File: src/rtl/lr_pkg.sv
// shared types and constants for the line rasterizer
`timescale 1ns / 1ps
`default_nettype none

package lr_pkg;

  // coordinate and arithmetic widths
  localparam int COORD_BITS  = 10;
  localparam int ERR_BITS    = COORD_BITS + 3;
  localparam int STR_BITS    = COORD_BITS + 2;
  localparam int QUEUE_DEPTH = 4;

  typedef logic [COORD_BITS-1:0] coord_t;

  // item opcodes
  typedef enum logic {
    OP_START = 1'b0,
    OP_STEP  = 1'b1
  } opcode_t;

  // input item
  typedef struct packed {
    opcode_t opcode;
    coord_t  x_start;
    coord_t  y_start;
    coord_t  x_end;
    coord_t  y_end;
  } in_item_t;

  // result item
  typedef struct packed {
    coord_t pixel_x;
    coord_t pixel_y;
    logic   last_pixel;
  } out_item_t;

  // classified command passed from front to back
  typedef struct packed {
    logic   is_start;
    coord_t x0;
    coord_t y0;
    coord_t dmaj;
    coord_t dmin;
    logic   major_is_x;
    logic   x_neg;
    logic   y_neg;
  } lr_cmd_t;

  // queue status seen by both sides
  typedef struct packed {
    logic empty;
    logic full;
  } q_status_t;

endpackage

`default_nettype wire

File: src/rtl/lr_front.sv
// front stage: accepts items, works out deltas, directions and major axis
`timescale 1ns / 1ps
`default_nettype none

module lr_front
  import lr_pkg::*;
(
  input  wire logic      clk,
  input  wire logic      rst_n,
  input  wire logic      in_valid,
  output logic           in_stall,
  input  wire in_item_t  in_data,
  input  wire q_status_t q_status,
  output logic           q_push,
  output lr_cmd_t        q_cmd
);

  logic    cmd_valid_r, cmd_valid_nxt;
  lr_cmd_t cmd_r, cmd_nxt;
  logic    in_xfer;

  logic [COORD_BITS:0] diff_x, diff_y;
  coord_t              abs_x, abs_y;
  logic                maj_x;

  // absolute deltas and step directions
  assign diff_x = {1'b0, in_data.x_end} - {1'b0, in_data.x_start};
  assign diff_y = {1'b0, in_data.y_end} - {1'b0, in_data.y_start};
  assign abs_x  = diff_x[COORD_BITS] ? COORD_BITS'(-diff_x) : diff_x[COORD_BITS-1:0];
  assign abs_y  = diff_y[COORD_BITS] ? COORD_BITS'(-diff_y) : diff_y[COORD_BITS-1:0];
  // equal deltas make y the major axis
  assign maj_x  = abs_x > abs_y;

  always_comb begin
    cmd_nxt            = cmd_r;
    if (in_xfer) begin
      cmd_nxt.is_start   = (in_data.opcode == OP_START);
      cmd_nxt.x0         = in_data.x_start;
      cmd_nxt.y0         = in_data.y_start;
      cmd_nxt.dmaj       = maj_x ? abs_x : abs_y;
      cmd_nxt.dmin       = maj_x ? abs_y : abs_x;
      cmd_nxt.major_is_x = maj_x;
      cmd_nxt.x_neg      = diff_x[COORD_BITS];
      cmd_nxt.y_neg      = diff_y[COORD_BITS];
    end
  end

  // hold stage: stalls only while its command cannot enter the queue
  assign in_stall = cmd_valid_r && q_status.full;
  assign in_xfer  = in_valid && !in_stall;
  assign q_push   = cmd_valid_r && !q_status.full;
  assign q_cmd    = cmd_r;

  always_comb begin
    cmd_valid_nxt = cmd_valid_r;
    if (in_xfer) begin
      cmd_valid_nxt = 1'b1;
    end else if (q_push) begin
      cmd_valid_nxt = 1'b0;
    end
  end

  always_ff @(posedge clk) begin
    if (!rst_n) begin
      cmd_valid_r <= 1'b0;
    end else begin
      cmd_valid_r <= cmd_valid_nxt;
    end
  end

  always_ff @(posedge clk) begin
    cmd_r <= cmd_nxt;
  end

endmodule

`default_nettype wire

File: src/rtl/lr_queue.sv
// command queue between front and back stages
`timescale 1ns / 1ps
`default_nettype none

module lr_queue
  import lr_pkg::*;
#(
  parameter int DEPTH = QUEUE_DEPTH
) (
  input  wire logic    clk,
  input  wire logic    rst_n,
  input  wire logic    push,
  input  wire lr_cmd_t push_cmd,
  input  wire logic    pop,
  output lr_cmd_t      head_cmd,
  output q_status_t    status
);

  localparam int PTR_BITS = (DEPTH > 1) ? $clog2(DEPTH) : 1;
  localparam int CNT_BITS = $clog2(DEPTH + 1);

  lr_cmd_t               mem [DEPTH];
  logic [PTR_BITS-1:0]   wr_ptr_r, wr_ptr_nxt;
  logic [PTR_BITS-1:0]   rd_ptr_r, rd_ptr_nxt;
  logic [CNT_BITS-1:0]   cnt_r, cnt_nxt;

  // storage write
  always_ff @(posedge clk) begin
    if (push) begin
      mem[wr_ptr_r] <= push_cmd;
    end
  end

  assign head_cmd      = mem[rd_ptr_r];
  assign status.empty  = (cnt_r == '0);
  assign status.full   = (cnt_r == CNT_BITS'(DEPTH));

  // pointer and fill count update with wrap at depth
  always_comb begin
    wr_ptr_nxt = wr_ptr_r;
    rd_ptr_nxt = rd_ptr_r;
    cnt_nxt    = cnt_r;
    if (push) begin
      wr_ptr_nxt = (wr_ptr_r == PTR_BITS'(DEPTH - 1)) ? '0 : wr_ptr_r + 1'b1;
    end
    if (pop) begin
      rd_ptr_nxt = (rd_ptr_r == PTR_BITS'(DEPTH - 1)) ? '0 : rd_ptr_r + 1'b1;
    end
    if (push && !pop) begin
      cnt_nxt = cnt_r + 1'b1;
    end else if (pop && !push) begin
      cnt_nxt = cnt_r - 1'b1;
    end
  end

  always_ff @(posedge clk) begin
    if (!rst_n) begin
      wr_ptr_r <= '0;
      rd_ptr_r <= '0;
      cnt_r    <= '0;
    end else begin
      wr_ptr_r <= wr_ptr_nxt;
      rd_ptr_r <= rd_ptr_nxt;
      cnt_r    <= cnt_nxt;
    end
  end

endmodule

`default_nettype wire

File: src/rtl/lr_back.sv
// back stage: line state, error-term stepping and output register
`timescale 1ns / 1ps
`default_nettype none

module lr_back
  import lr_pkg::*;
(
  input  wire logic      clk,
  input  wire logic      rst_n,
  input  wire q_status_t q_status,
  input  wire lr_cmd_t   head_cmd,
  output logic           q_pop,
  output logic           out_valid,
  input  wire logic      out_stall,
  output out_item_t      out_data
);

  coord_t                cur_x_r, cur_x_nxt;
  coord_t                cur_y_r, cur_y_nxt;
  logic [ERR_BITS-1:0]   err_r, err_nxt;
  logic [ERR_BITS-1:0]   diag_r, diag_nxt;
  logic [STR_BITS-1:0]   straight_r, straight_nxt;
  coord_t                steps_r, steps_nxt;
  logic                  major_x_r, major_x_nxt;
  logic                  x_neg_r, x_neg_nxt;
  logic                  y_neg_r, y_neg_nxt;
  logic                  active_r, active_nxt;
  logic                  out_valid_r, out_valid_nxt;
  out_item_t             out_r, out_nxt;
  logic                  out_take;
  logic                  gen;
  logic                  move_minor;
  coord_t                step_x, step_y;

  // pop whenever the output register is free or being emptied
  assign out_take = out_valid_r && !out_stall;
  assign q_pop    = !q_status.empty && (!out_valid_r || !out_stall);

  // neighbor pixel in each direction
  assign move_minor = !err_r[ERR_BITS-1];
  assign step_x     = x_neg_r ? cur_x_r - 1'b1 : cur_x_r + 1'b1;
  assign step_y     = y_neg_r ? cur_y_r - 1'b1 : cur_y_r + 1'b1;

  always_comb begin
    cur_x_nxt    = cur_x_r;
    cur_y_nxt    = cur_y_r;
    err_nxt      = err_r;
    diag_nxt     = diag_r;
    straight_nxt = straight_r;
    steps_nxt    = steps_r;
    major_x_nxt  = major_x_r;
    x_neg_nxt    = x_neg_r;
    y_neg_nxt    = y_neg_r;
    active_nxt   = active_r;
    out_nxt      = out_r;
    gen          = 1'b0;
    if (q_pop) begin
      if (head_cmd.is_start) begin
        // new line setup, first pixel is the start point
        cur_x_nxt    = head_cmd.x0;
        cur_y_nxt    = head_cmd.y0;
        err_nxt      = {2'b00, head_cmd.dmin, 1'b0} - {3'b000, head_cmd.dmaj};
        diag_nxt     = {2'b00, head_cmd.dmin, 1'b0} - {2'b00, head_cmd.dmaj, 1'b0};
        straight_nxt = {head_cmd.dmin, 1'b0};
        steps_nxt    = head_cmd.dmaj;
        major_x_nxt  = head_cmd.major_is_x;
        x_neg_nxt    = head_cmd.x_neg;
        y_neg_nxt    = head_cmd.y_neg;
        active_nxt   = (head_cmd.dmaj != '0);
        gen          = 1'b1;
        out_nxt.pixel_x    = head_cmd.x0;
        out_nxt.pixel_y    = head_cmd.y0;
        out_nxt.last_pixel = (head_cmd.dmaj == '0);
      end else if (active_r) begin
        // one step along the major axis, minor axis on non-negative error
        if (major_x_r) begin
          cur_x_nxt = step_x;
          if (move_minor) begin
            cur_y_nxt = step_y;
          end
        end else begin
          cur_y_nxt = step_y;
          if (move_minor) begin
            cur_x_nxt = step_x;
          end
        end
        if (move_minor) begin
          err_nxt = err_r + diag_r;
        end else begin
          err_nxt = err_r + {1'b0, straight_r};
        end
        steps_nxt  = steps_r - 1'b1;
        active_nxt = (steps_nxt != '0);
        gen        = 1'b1;
        out_nxt.pixel_x    = cur_x_nxt;
        out_nxt.pixel_y    = cur_y_nxt;
        out_nxt.last_pixel = (steps_nxt == '0);
      end
    end
  end

  // output register valid
  always_comb begin
    out_valid_nxt = out_valid_r;
    if (gen) begin
      out_valid_nxt = 1'b1;
    end else if (out_take) begin
      out_valid_nxt = 1'b0;
    end
  end

  always_ff @(posedge clk) begin
    if (!rst_n) begin
      cur_x_r     <= '0;
      cur_y_r     <= '0;
      err_r       <= '0;
      diag_r      <= '0;
      straight_r  <= '0;
      steps_r     <= '0;
      major_x_r   <= 1'b0;
      x_neg_r     <= 1'b0;
      y_neg_r     <= 1'b0;
      active_r    <= 1'b0;
      out_valid_r <= 1'b0;
    end else begin
      cur_x_r     <= cur_x_nxt;
      cur_y_r     <= cur_y_nxt;
      err_r       <= err_nxt;
      diag_r      <= diag_nxt;
      straight_r  <= straight_nxt;
      steps_r     <= steps_nxt;
      major_x_r   <= major_x_nxt;
      x_neg_r     <= x_neg_nxt;
      y_neg_r     <= y_neg_nxt;
      active_r    <= active_nxt;
      out_valid_r <= out_valid_nxt;
    end
  end

  always_ff @(posedge clk) begin
    out_r <= out_nxt;
  end

  assign out_valid = out_valid_r;
  assign out_data  = out_r;

endmodule

`default_nettype wire

File: src/rtl/line_rasterizer_unit.sv
// line rasterizer top level: front stage, command queue, back stage
//
// Input channel in_valid / in_stall / in_data carries start items (two
// endpoints) and step items. Each start gives the line's first pixel; each
// step while a line is active gives the next pixel, and a step with no
// active line gives nothing. out_valid / out_stall / out_data carries the
// pixels, last_pixel set on the line's final endpoint.
// Path: an item is registered in the front register, written into the queue,
// then taken from the queue head into the output register.
// Throughput: one item per clock while out_stall stays low, limited by the
// error-term add and compare in the back stage.
// Reset clears the front register, the queue and the line state; no line
// is active afterwards. While out_stall is high the back stage holds its
// pixel, the queue fills (QUEUE_DEPTH entries plus the front register),
// and only then does in_stall rise.
`timescale 1ns / 1ps
`default_nettype none

module line_rasterizer_unit
  import lr_pkg::*;
#(
  parameter int QUEUE_DEPTH_P = QUEUE_DEPTH
) (
  input  wire logic     clk,
  input  wire logic     rst_n,
  input  wire logic     in_valid,
  output logic          in_stall,
  input  wire in_item_t in_data,
  output logic          out_valid,
  input  wire logic     out_stall,
  output out_item_t     out_data
);

  q_status_t q_status;
  logic      q_push;
  logic      q_pop;
  lr_cmd_t   q_cmd;
  lr_cmd_t   head_cmd;

  // item classification
  lr_front u_front (
    .clk      (clk),
    .rst_n    (rst_n),
    .in_valid (in_valid),
    .in_stall (in_stall),
    .in_data  (in_data),
    .q_status (q_status),
    .q_push   (q_push),
    .q_cmd    (q_cmd)
  );

  // decoupling queue
  lr_queue #(
    .DEPTH (QUEUE_DEPTH_P)
  ) u_queue (
    .clk      (clk),
    .rst_n    (rst_n),
    .push     (q_push),
    .push_cmd (q_cmd),
    .pop      (q_pop),
    .head_cmd (head_cmd),
    .status   (q_status)
  );

  // pixel stepping
  lr_back u_back (
    .clk       (clk),
    .rst_n     (rst_n),
    .q_status  (q_status),
    .head_cmd  (head_cmd),
    .q_pop     (q_pop),
    .out_valid (out_valid),
    .out_stall (out_stall),
    .out_data  (out_data)
  );

  // queue never both full and empty
  assert property (@(posedge clk) disable iff (!rst_n)
    !(q_status.full && q_status.empty))
    else $error("queue full and empty at once");

  // no push into a full queue
  assert property (@(posedge clk) disable iff (!rst_n)
    q_status.full |-> !q_push)
    else $error("push into full queue");

  // no pop from an empty queue
  assert property (@(posedge clk) disable iff (!rst_n)
    q_pop |-> !q_status.empty)
    else $error("pop from empty queue");

  // a new result only follows a queue pop
  assert property (@(posedge clk) disable iff (!rst_n)
    $rose(out_valid) |-> $past(q_pop))
    else $error("result without a popped command");

endmodule

`default_nettype wire

File: config.mk
export PLATFORM = sky130hd
export DESIGN_NAME = line_rasterizer_unit
export DESIGN_NICKNAME = d
export VERILOG_FILES = /design/src/rtl/lr_pkg.sv /design/src/rtl/lr_front.sv /design/src/rtl/lr_queue.sv /design/src/rtl/lr_back.sv /design/src/rtl/line_rasterizer_unit.sv
export SDC_FILE = /design/constraint.sdc
export NUM_CORES = 1
export LEC_CHECK = 0
export BUFFER_PORTS_ARGS = -buffer_cell sky130_fd_sc_hd__buf_2
export CAP_MARGIN = 5
export CORE_ASPECT_RATIO = 0.75
export CORE_MARGIN = 1.5
export CORE_UTILIZATION = 45
export DETAILED_ROUTE_END_ITERATION = 8
export PLACE_DENSITY = 0.71
export SLEW_MARGIN = 20
export SYNTH_ARGS = -nofsm -noshare
export SYNTH_HDL_FRONTEND = slang
export SYNTH_HIERARCHICAL = 1
export SYNTH_SLANG_ARGS = --single-unit
File: constraint.sdc
create_clock -name clk -period 5.79 [get_ports clk]
set_input_delay 0.2895 -clock clk [delete_from_list [all_inputs] [get_ports clk]]
set_output_delay 0.2895 -clock clk [all_outputs]
set_load 0.05 [all_outputs]
==> out/metrics.cfg, run 1 <==
[outcome]
outcome=finished, final reports clean

[synthesis]
synth_cell_types=77
yosys_most_used_dff=edfxtp_1
synth_area_leaders=edfxtp_1 45%, dfxtp_1 9.7%, ha_1 6.7%
synthMostInstantiatedCell=edfxtp_1
yosys.area.top_type_share_pct=44.77
synth-edff-count=241
ys_ff_latch=319
syn-num-nets=1461
synth_area_per_cell_um2=12.23
synth_seq_area_share_pct=54.43
synth_area_um2=16160
yosysWarnings=6
syn-instance-count=1322
netlist_top_cells_count=241 x edfxtp_1, 106 x nand2_1, 86 x a21oi_1, 86 x ha_1
synth_area_leader_cell=edfxtp_1
async_reset_ff_share_pct=0

[floorplanning]
core_area_um2=35060
rows=59
die_h_um=167.1
die-area_um2=37080
die_w_um=221.8
ios=68
initial_core_util_pct=46.10

[layout]
register_area_um2=8801
multiInputGateArea_um2=6845
drive_gt1_share_pct=14.44
syn_to_final_growth_pct=12.52
fin_util_pct=51.87
finish.cell_count_without_fillers=1892
finalNetCount=1550
finish.instance_area_um2=18190
fillCellCount=2911

[setup_path]
cpMaxStageDelayCell=dlygate4sd3_1
crit_chain=dlygate4sd3_1 -> buf_2 -> ha_1 -> inv_1 -> fa_1 -> a21o_2 -> a22oi_1 -> and2b_1 -> xnor2_1 -> or4_1 -> o21ai_1 -> mux2i_1 -> inv_1 -> ha_1 -> o21a_1 -> o21a_1 -> o32ai_1 -> a21oi_2 -> buf_4 -> and3b_1 -> mux2_2 -> a211oi_1
path_buf_inv=5
crit_required_ps=6180
cp_max_fo=18
cp-end-kind=flip-flop
critPathKind=in -> reg
crit_path_start=in_data[30]
worst-r2r-setup-slack_ps=2120
arrival_ps=5160
cpPeakStageDelay_ps=530
critPathLaunchType=input pin
cp_top_family=compound AO/OA/AOI/OAI gates

[drt]
drt_iter0_drc=949
wirelength_mm=36.11
firstDrtPassIters=6
drc_errors=0
vias=10890
viasPerCell=5.757
ant_nets=0
wl_per_cell_um=19.09

[clock_tree]
clkTransAtPathRegs_ps=60
htreeDepth=1
cts-resized-gates=0
numCtsBuffers=31
cts_sinks=319
root_buffer=clkbuf_16
cts_tree=yes
clock_path_buffers=3
postCtsSetupRepairBufs=0
clk_latency_ps=590
hold_buffers=23

[pwr]
p_seq_share_pct=34.7
p_per_area_nw_per_um2=552.4
internal_power_mw=6.005
clkPwrFrac_pct=20.2
p_leak_nw=6.861
switching_share_pct=40.23
switching_power_mw=4.042
power_frac_comb_pct=45.1
finalPower_mw=10.05
irDropWorstVdd_mv=0.2996

[timing]
fin_crit_ps=4767
worst_pin_slew_ps=886.3
timing.final.ws_setup_ps=1023
final-setup-viol-count=0
fin_hold_ws_ps=266.5
finalSetupTns_ps=0
period_share_pct=82.34
grt_setup_unrepaired=false
fmax_mhz=209.8
slew_headroom_pct=40.91
finalMaxSlewViolations=0
final_hold_viol_count=0
finClkSkew_ps=25.60

[placement]
place_hpwl_mm=24.24
placed_area_um2=16940
dp_cells=1812
io_buffers=67
pre_cts_slack_ps=945.6
finalWeightedCongestion=0.8776

[grt]
grt_use_total_pct=19.38
antenna_found_initial=0
grt_max_degree=53
grt_use_met1_pct=28.88
grt-ovfl-total=0
grt_pass1_vias=10300
grt_pass1_wl_mm=56.98
top_usage_layer=met2
grt_use_met2_pct=29.33
met3_usage_pct=3.931

[job]
drv_cap=0

[min_path]
holdCritPathClass=in -> reg
hold_start=rst_n

power groups by stage:
stage | Clock (mW) | Combinational, mW | Sequential (mW)
final | 2.03 | 4.53 | 3.49
after floorplan | 0 | 3.28 | 3.62
after global routing | 2.16 | 4.93 | 3.56
after global placement | 0 | 4.32 | 3.51
after detailed placement | 0 | 4.42 | 3.54
after CTS | 2.06 | 4.48 | 3.50
layout make-up:
cell class / count / share of cell area (%)
sequential: 319 / 48.39
tap: 457 / 3.144
timing repair buffer: 107 / 3.811
inverter: 70 / 1.445
clock inverter: 16 / 1.108
multi-input combinational: 882 / 37.64
clock buffer: 40 / 4.451
antenna: 1 / 0.01376
path summary, 6_finish.rpt:
kind / endpoint / depth (start not counted)
worst max register to register: u_back/steps_r[8]$_SDFFE_PN0P_ / 8
worst min-delay path: u_front/cmd_valid_r$_SDFFE_PN0P_ / 3
worst min register to register: u_back/diag_r[5]$_SDFFE_PN0P_ / 2
worst max-delay path: u_front/q_cmd[21]$_DFFE_PP_ / 22
placed cells by master (no fill, tap or decap), types with 32 or more instances in the layout:
cell type,instances
a21oi_1,85
buf_2,67
dfxtp_1,76
edfxtp_1,241
ha_1,86
inv_1,68
mux2i_1,32
mux4_2,40
nand2_1,106
nor2_1,78
o21ai_0,69
xnor2_1,32
sequential cells by signal (all words and copies together) (netlist names), named ones only:
name                 count
u_front/cmd_valid_r      1
u_back/straight_r       10
u_queue/cnt_r            3
u_back/x_neg_r           1
u_back/active_r          1
u_back/cur_y_r          10
u_queue/wr_ptr_r         2
u_back/out_valid         1
u_back/major_x_r         1
u_queue/mem            176
u_back/steps_r          10
u_back/y_neg_r           1
u_front/q_cmd           44
u_back/out_data         21
u_back/diag_r           11
u_back/err_r            12
u_queue/rd_ptr_r         2
u_back/cur_x_r          10
per-layer routing:
metal / wire, um / part of all wire [%]
met4: 573 / 1.6
met2: 16040 / 44
met3: 2465 / 6.8
met5: 0 / 0
met1: 17030 / 47
worst min-delay path, cell delays in order:
cell and delay [ps]:
buf_2 90, buf_4 250, o21a_1 150
cells by family (layout without fill, tap and decap cells):
logic type                 after synthesis  count (layout)  synth area share, %
AOI/OAI and AO/OA                      300             300                12.08
adders and majority gates               94              94                7.648
and+or+nand+nor                        341             341                10.28
xor gates and xnor gates                60              60                3.251
other                                    0               1                    0
buffers and inverters                  121             233                3.344
muxes                                   87              87                8.971
DFF                                    319             319                54.43
No activity file was read; power rests on OpenSTA's default activity.
==> run 2, diff against run 1 <==
- PLACE_DENSITY: 0.71 -> 0.74
- clock period: 5.79 -> 4.3 ns (I/O delays scaled with it)
==> run 2 against run 1 <==
Flip-flop and latch count did not move. Utilization rose by 0.65 points. Critical path type unchanged. Register-to-register slack got worse by 1200 ps. Non-clock buffer count rose by 26. Wire length rose by 2.5%. Sequential power rose by 33%. Global-route usage rose by 0.43 points. Combinational power rose by 42%. Clock skew fell by 11 ps. Final area rose by 1.2%. Setup slack got worse by 830 ps. Highest routed layer unchanged. Clock power rose by 28%.
==> out/metrics.cfg, run 2 (synthesized netlist as in run 1, its figures left out) <==
[timing]
finalMaxSlewViolations=0
final_hold_viol_count=0
fmax_mhz=243.7
slew_headroom_pct=31.91
period_share_pct=95.44
fin_hold_ws_ps=244.8
worst_pin_slew_ps=1015
finClkSkew_ps=14.24
final-setup-viol-count=0
finalSetupTns_ps=0
fin_crit_ps=4104

[drt]
drt_iter0_drc=991
firstDrtPassIters=5
drc_errors=0
viasPerCell=5.816
vias=11120
wl_per_cell_um=19.37
ant_nets=0
wirelength_mm=37.03

[layout]
drive_gt1_share_pct=16.84
most-common-layout-cells=241 x edfxtp_1, 106 x nand2_1, 85 x a21oi_1, 85 x ha_1, 77 x nor2_1
syn_to_final_growth_pct=13.92
top_register=u_queue/mem
finalNetCount=1575
register_area_um2=8801
antennaDiodeCount=0
multiInputGateArea_um2=6918
final_common_cell=edfxtp_1
largest_reg_flops=176
fillCellCount=2864

[grt]
grt-ovfl-total=0
antenna_found_initial=0
grt_pass1_vias=10890
grt_use_total_pct=19.81
grt_pass1_wl_mm=58.58
grt_max_degree=45

[floorplanning]
rows=59
die_w_um=221.8
initial_core_util_pct=46.10
die_h_um=167.1
die-area_um2=37080
core_area_um2=35060
ios=68

[pwr]
p_leak_nw=6.991
irDropWorstVdd_mv=0.4146
p_per_area_nw_per_um2=741.6

[setup_path]
cp_max_fo=5
arrival_ps=4510
cp-end-kind=flip-flop
critPathLaunchType=input pin
crit_required_ps=4700
critPathKind=in -> reg

[min_path]
holdCritPathClass=in -> reg

[placement]
finalWeightedCongestion=0.8952
place_hpwl_mm=25.45
io_buffers=67

[job]
drv_cap=0

[clock_tree]
clk_latency_ps=570
clock_path_buffers=3
root_buffer=clkbuf_16
htreeDepth=1
clkTransAtPathRegs_ps=60
cts_sinks=319
cts_tree=yes
numCtsBuffers=30

[outcome]
outcome=finished, final reports clean

[run 2: where the power goes]
group / internal, mW / switching, mW / total (mW)
sequential: 4.15 / 0.496 / 4.65
combinational: 2.56 / 3.87 / 6.42
clock: 1.45 / 1.13 / 2.59
[run 2: critical path, cell delays in order]
cell	delay [ps]
dlygate4sd3_1	530
buf_2	120
inv_1	60
fa_1	420
a21o_2	230
a21oi_2	140
xnor2_1	80
or3_1	340
or3_4	410
o31ai_4	280
xnor2_2	160
inv_1	100
ha_4	290
o21a_1	130
o32ai_2	80
a21oi_2	220
buf_4	180
nor2_1	40
mux2_2	260
a211oi_2	200
[run 2: timing repair]
item,4_1_cts,5_1_grt
endpoints found under the hold margin,23,0
hold buffers,23,0
endpoints found under the setup margin,0,21
buffers inserted,0,2
resized for setup,0,13
[run 2: metal layers]
metal  global-route usage, %  vias to the layer above  wire (um)
met4                   4.527                        0        766
met1                   28.64                     5409      17190
met2                   31.31                      420      16660
met5                       0                        -          0
met3                   3.474                       65       2422
li1                        -                     5227          -
[run 2: per-stage QoR]
stage | util (%) | setup slack [ps] | power (mW) | instances | instance area, um2
after CTS | 52.26 | 29.55 | 13.58 | 1910 | 18330
after global placement | 48.87 | -21.98 | 10.72 | 1836 | 17140
final | 52.51 | 196.1 | 13.66 | 1912 | 18410
after global routing | 52.51 | -2.444 | 14.51 | 1912 | 18410
after detailed placement | 48.87 | -213.3 | 10.93 | 1836 | 17140
after floorplan | - | 9.829 | 9.289 | 1322 | 16160
[run 2: area by class of cell]
type                       instances  area share (%)
sequential                       319           47.80
tap                              457           3.105
timing repair buffer             133           4.892
clock inverter                    15          0.8426
inverter                          70           1.427
clock buffer                      36           4.369
multi-input combinational        882           37.57
[run 2: worst paths after layout]
check | slack [ps] | endpoint | cells after the start | startpoint
setup / recovery | 200 | u_front/q_cmd[21]$_DFFE_PP_ | 20 | in_data[31]
hold / removal | 240 | u_front/cmd_valid_r$_SDFFE_PN0P_ | 3 | rst_n
setup reg to reg | 950 | u_back/err_r[12]$_SDFFE_PN0P_ | 10 | flip-flop
hold reg to reg | 450 | u_back/diag_r[4]$_SDFFE_PN0P_ | 2 | u_back/diag_r[4]$_SDFFE_PN0P_
==> run 3, diff against run 2 <==
- RECOVER_POWER: unset -> 50
==> run 3 against run 2 <==
The run now ends with capacitance limit, slew limit left. Clock power is essentially flat. Critical path depth is 1 higher. Count of clock-buffer cells in the layout unchanged. Flip-flop and latch count unchanged. Maximum frequency shrank 0.16%. Wire length up 0.12%. Global-route usage did not move. Power fell by 0.18%. Final area shrank 0.29%. First-iteration DRC count is 0.71% higher. Largest power group unchanged. Die area did not move.
==> out/metrics.cfg, run 3 (synthesized netlist as in run 1, its figures left out) <==
[outcome]
outcome=finished, violations left
violations=capacitance limit, slew limit

[setup_path]
critPathLaunchType=input pin
critPathKind=in -> reg
cp-end-kind=flip-flop
arrival_ps=4520
cpPeakStageDelay_ps=530
cp_max_fo=5
cpMaxStageDelayCell=dlygate4sd3_1
crit_chain=dlygate4sd3_1 -> buf_2 -> inv_1 -> fa_1 -> a21o_2 -> a22oi_2 -> and2b_1 -> xnor2_1 -> or4_1 -> o21ai_1 -> mux2i_1 -> inv_1 -> ha_1 -> o21a_1 -> o21a_1 -> o32ai_2 -> a21oi_2 -> buf_4 -> nor2_1 -> mux2_2 -> a211oi_2
crit_required_ps=4700

[layout]
multiInputGateArea_um2=6913
top_register=u_queue/mem
fin_util_pct=52.36
most-common-layout-cells=241 x edfxtp_1, 106 x nand2_1, 86 x a21oi_1
final_common_cell=edfxtp_1
antennaDiodeCount=0
finalNetCount=1575
largest_reg_flops=176
register_area_um2=8801
drive_gt1_share_pct=14.16
syn_to_final_growth_pct=13.58
fillCellCount=2881

[clock_tree]
root_buffer=clkbuf_16
clock_path_buffers=3
clkTransAtPathRegs_ps=60
numCtsBuffers=30
clk_latency_ps=570
cts_tree=yes
cts_sinks=319
htreeDepth=1

[placement]
place_hpwl_mm=25.45
finalWeightedCongestion=0.8952
io_buffers=67

[floorplanning]
core_area_um2=35060
die-area_um2=37080
die_w_um=221.8
ios=68
initial_core_util_pct=46.10
die_h_um=167.1
rows=59

[timing]
final_hold_viol_count=0
finalSetupTns_ps=0
worst_pin_slew_ps=2745
finalMaxSlewViolations=77
final-setup-viol-count=0
slew_headroom_pct=-82.97
finClkSkew_ps=14.62
fin_crit_ps=4110
fmax_mhz=243.3
period_share_pct=95.59

[drt]
wl_per_cell_um=19.39
firstDrtPassIters=6
vias=11080
wirelength_mm=37.08
drc_errors=0
drt_iter0_drc=998
viasPerCell=5.794
ant_nets=0

[pwr]
finalPower_mw=13.63
irDropWorstVdd_mv=0.4146
p_seq_share_pct=34.1
switching_share_pct=40.35
clkPwrFrac_pct=19.0
p_per_area_nw_per_um2=742.5
p_leak_nw=6.879
switching_power_mw=5.501
internal_power_mw=8.131
power_frac_comb_pct=46.9

[job]
drv_cap=2

[grt]
grt_pass1_wl_mm=58.58
grt_pass1_vias=10890
grt-ovfl-total=0
antenna_found_initial=0
grt_use_total_pct=19.81
grt_max_degree=45

[min_path]
holdCritPathClass=in -> reg

## run 3: power groups by stage
| stage | registers (mW) | logic [mW] | clock network, mW |
|---|---|---|---|
| after global placement | 4.67 | 6.06 | 0 |
| final | 4.65 | 6.39 | 2.58 |
| after global routing | 4.73 | 7.00 | 2.75 |
| after CTS | 4.65 | 6.29 | 2.64 |
| after floorplan | 4.87 | 4.42 | 0 |
| after detailed placement | 4.70 | 6.22 | 0 |
## run 3: worst paths after layout
kind | end | cells after the start | slack (ps) | startpoint
min reg2reg | u_back/diag_r[4]$_SDFFE_PN0P_ | 2 | 450 | u_back/diag_r[4]$_SDFFE_PN0P_
max reg2reg | u_queue/mem[2][25]$_DFFE_PP_ | 4 | 680 | u_queue/cnt_r[0]$_SDFFE_PN0P_
min | u_front/cmd_valid_r$_SDFFE_PN0P_ | 3 | 240 | rst_n
max | u_front/q_cmd[21]$_DFFE_PP_ | 21 | 190 | in_data[31]
## run 3: final cells by class
type                    instances  share of cell area, %
repair buffers                133                  4.641
inverters                      70                  1.431
clock inverters                15                 0.8450
flip-flops and latches        319                  47.94
well taps                     457                  3.114
clock buffers                  36                  4.382
multi-input cells             882                  37.65
## run 3: critical path, delay by kind of cell
| kind | cells | cell delay (ps) |
|---|---|---|
| xor gates and xnor gates | 1 | 80 |
| AOI/OAI and AO/OA | 8 | 1330 |
| buffers and inverters | 5 | 950 |
| adders and majority gates | 2 | 720 |
| and+or+nand+nor | 3 | 710 |
| muxes | 2 | 510 |
## run 3: per-stage QoR
step	instance area (um2)	cells	hold WS, ps	setup slack [ps]
2_1_floorplan	16160	1322	313.9	9.829
4_1_cts	18330	1910	226.7	29.55
5_1_grt	18360	1912	261.5	-2.444
6_report	18360	1912	237.0	189.5
3_5_place_dp	17140	1836	413.2	-213.3
3_3_place_gp	17140	1836	408.5	-21.98
## run 3: per-layer routing
metal | global-route usage [%] | part of all wire, % | wire length [um]
met1 | 28.64 | 46 | 17240
met2 | 31.31 | 45 | 16630
met3 | 3.474 | 6.7 | 2481
met4 | 4.527 | 1.9 | 722
met5 | 0 | 0 | 0
## run 3: repair_timing
action,in CTS,in global routing
setup buffers,0,2
hold endpoints to repair,23,0
resized for setup,0,13
hold buffers,23,0
endpoints found under the setup margin,0,21
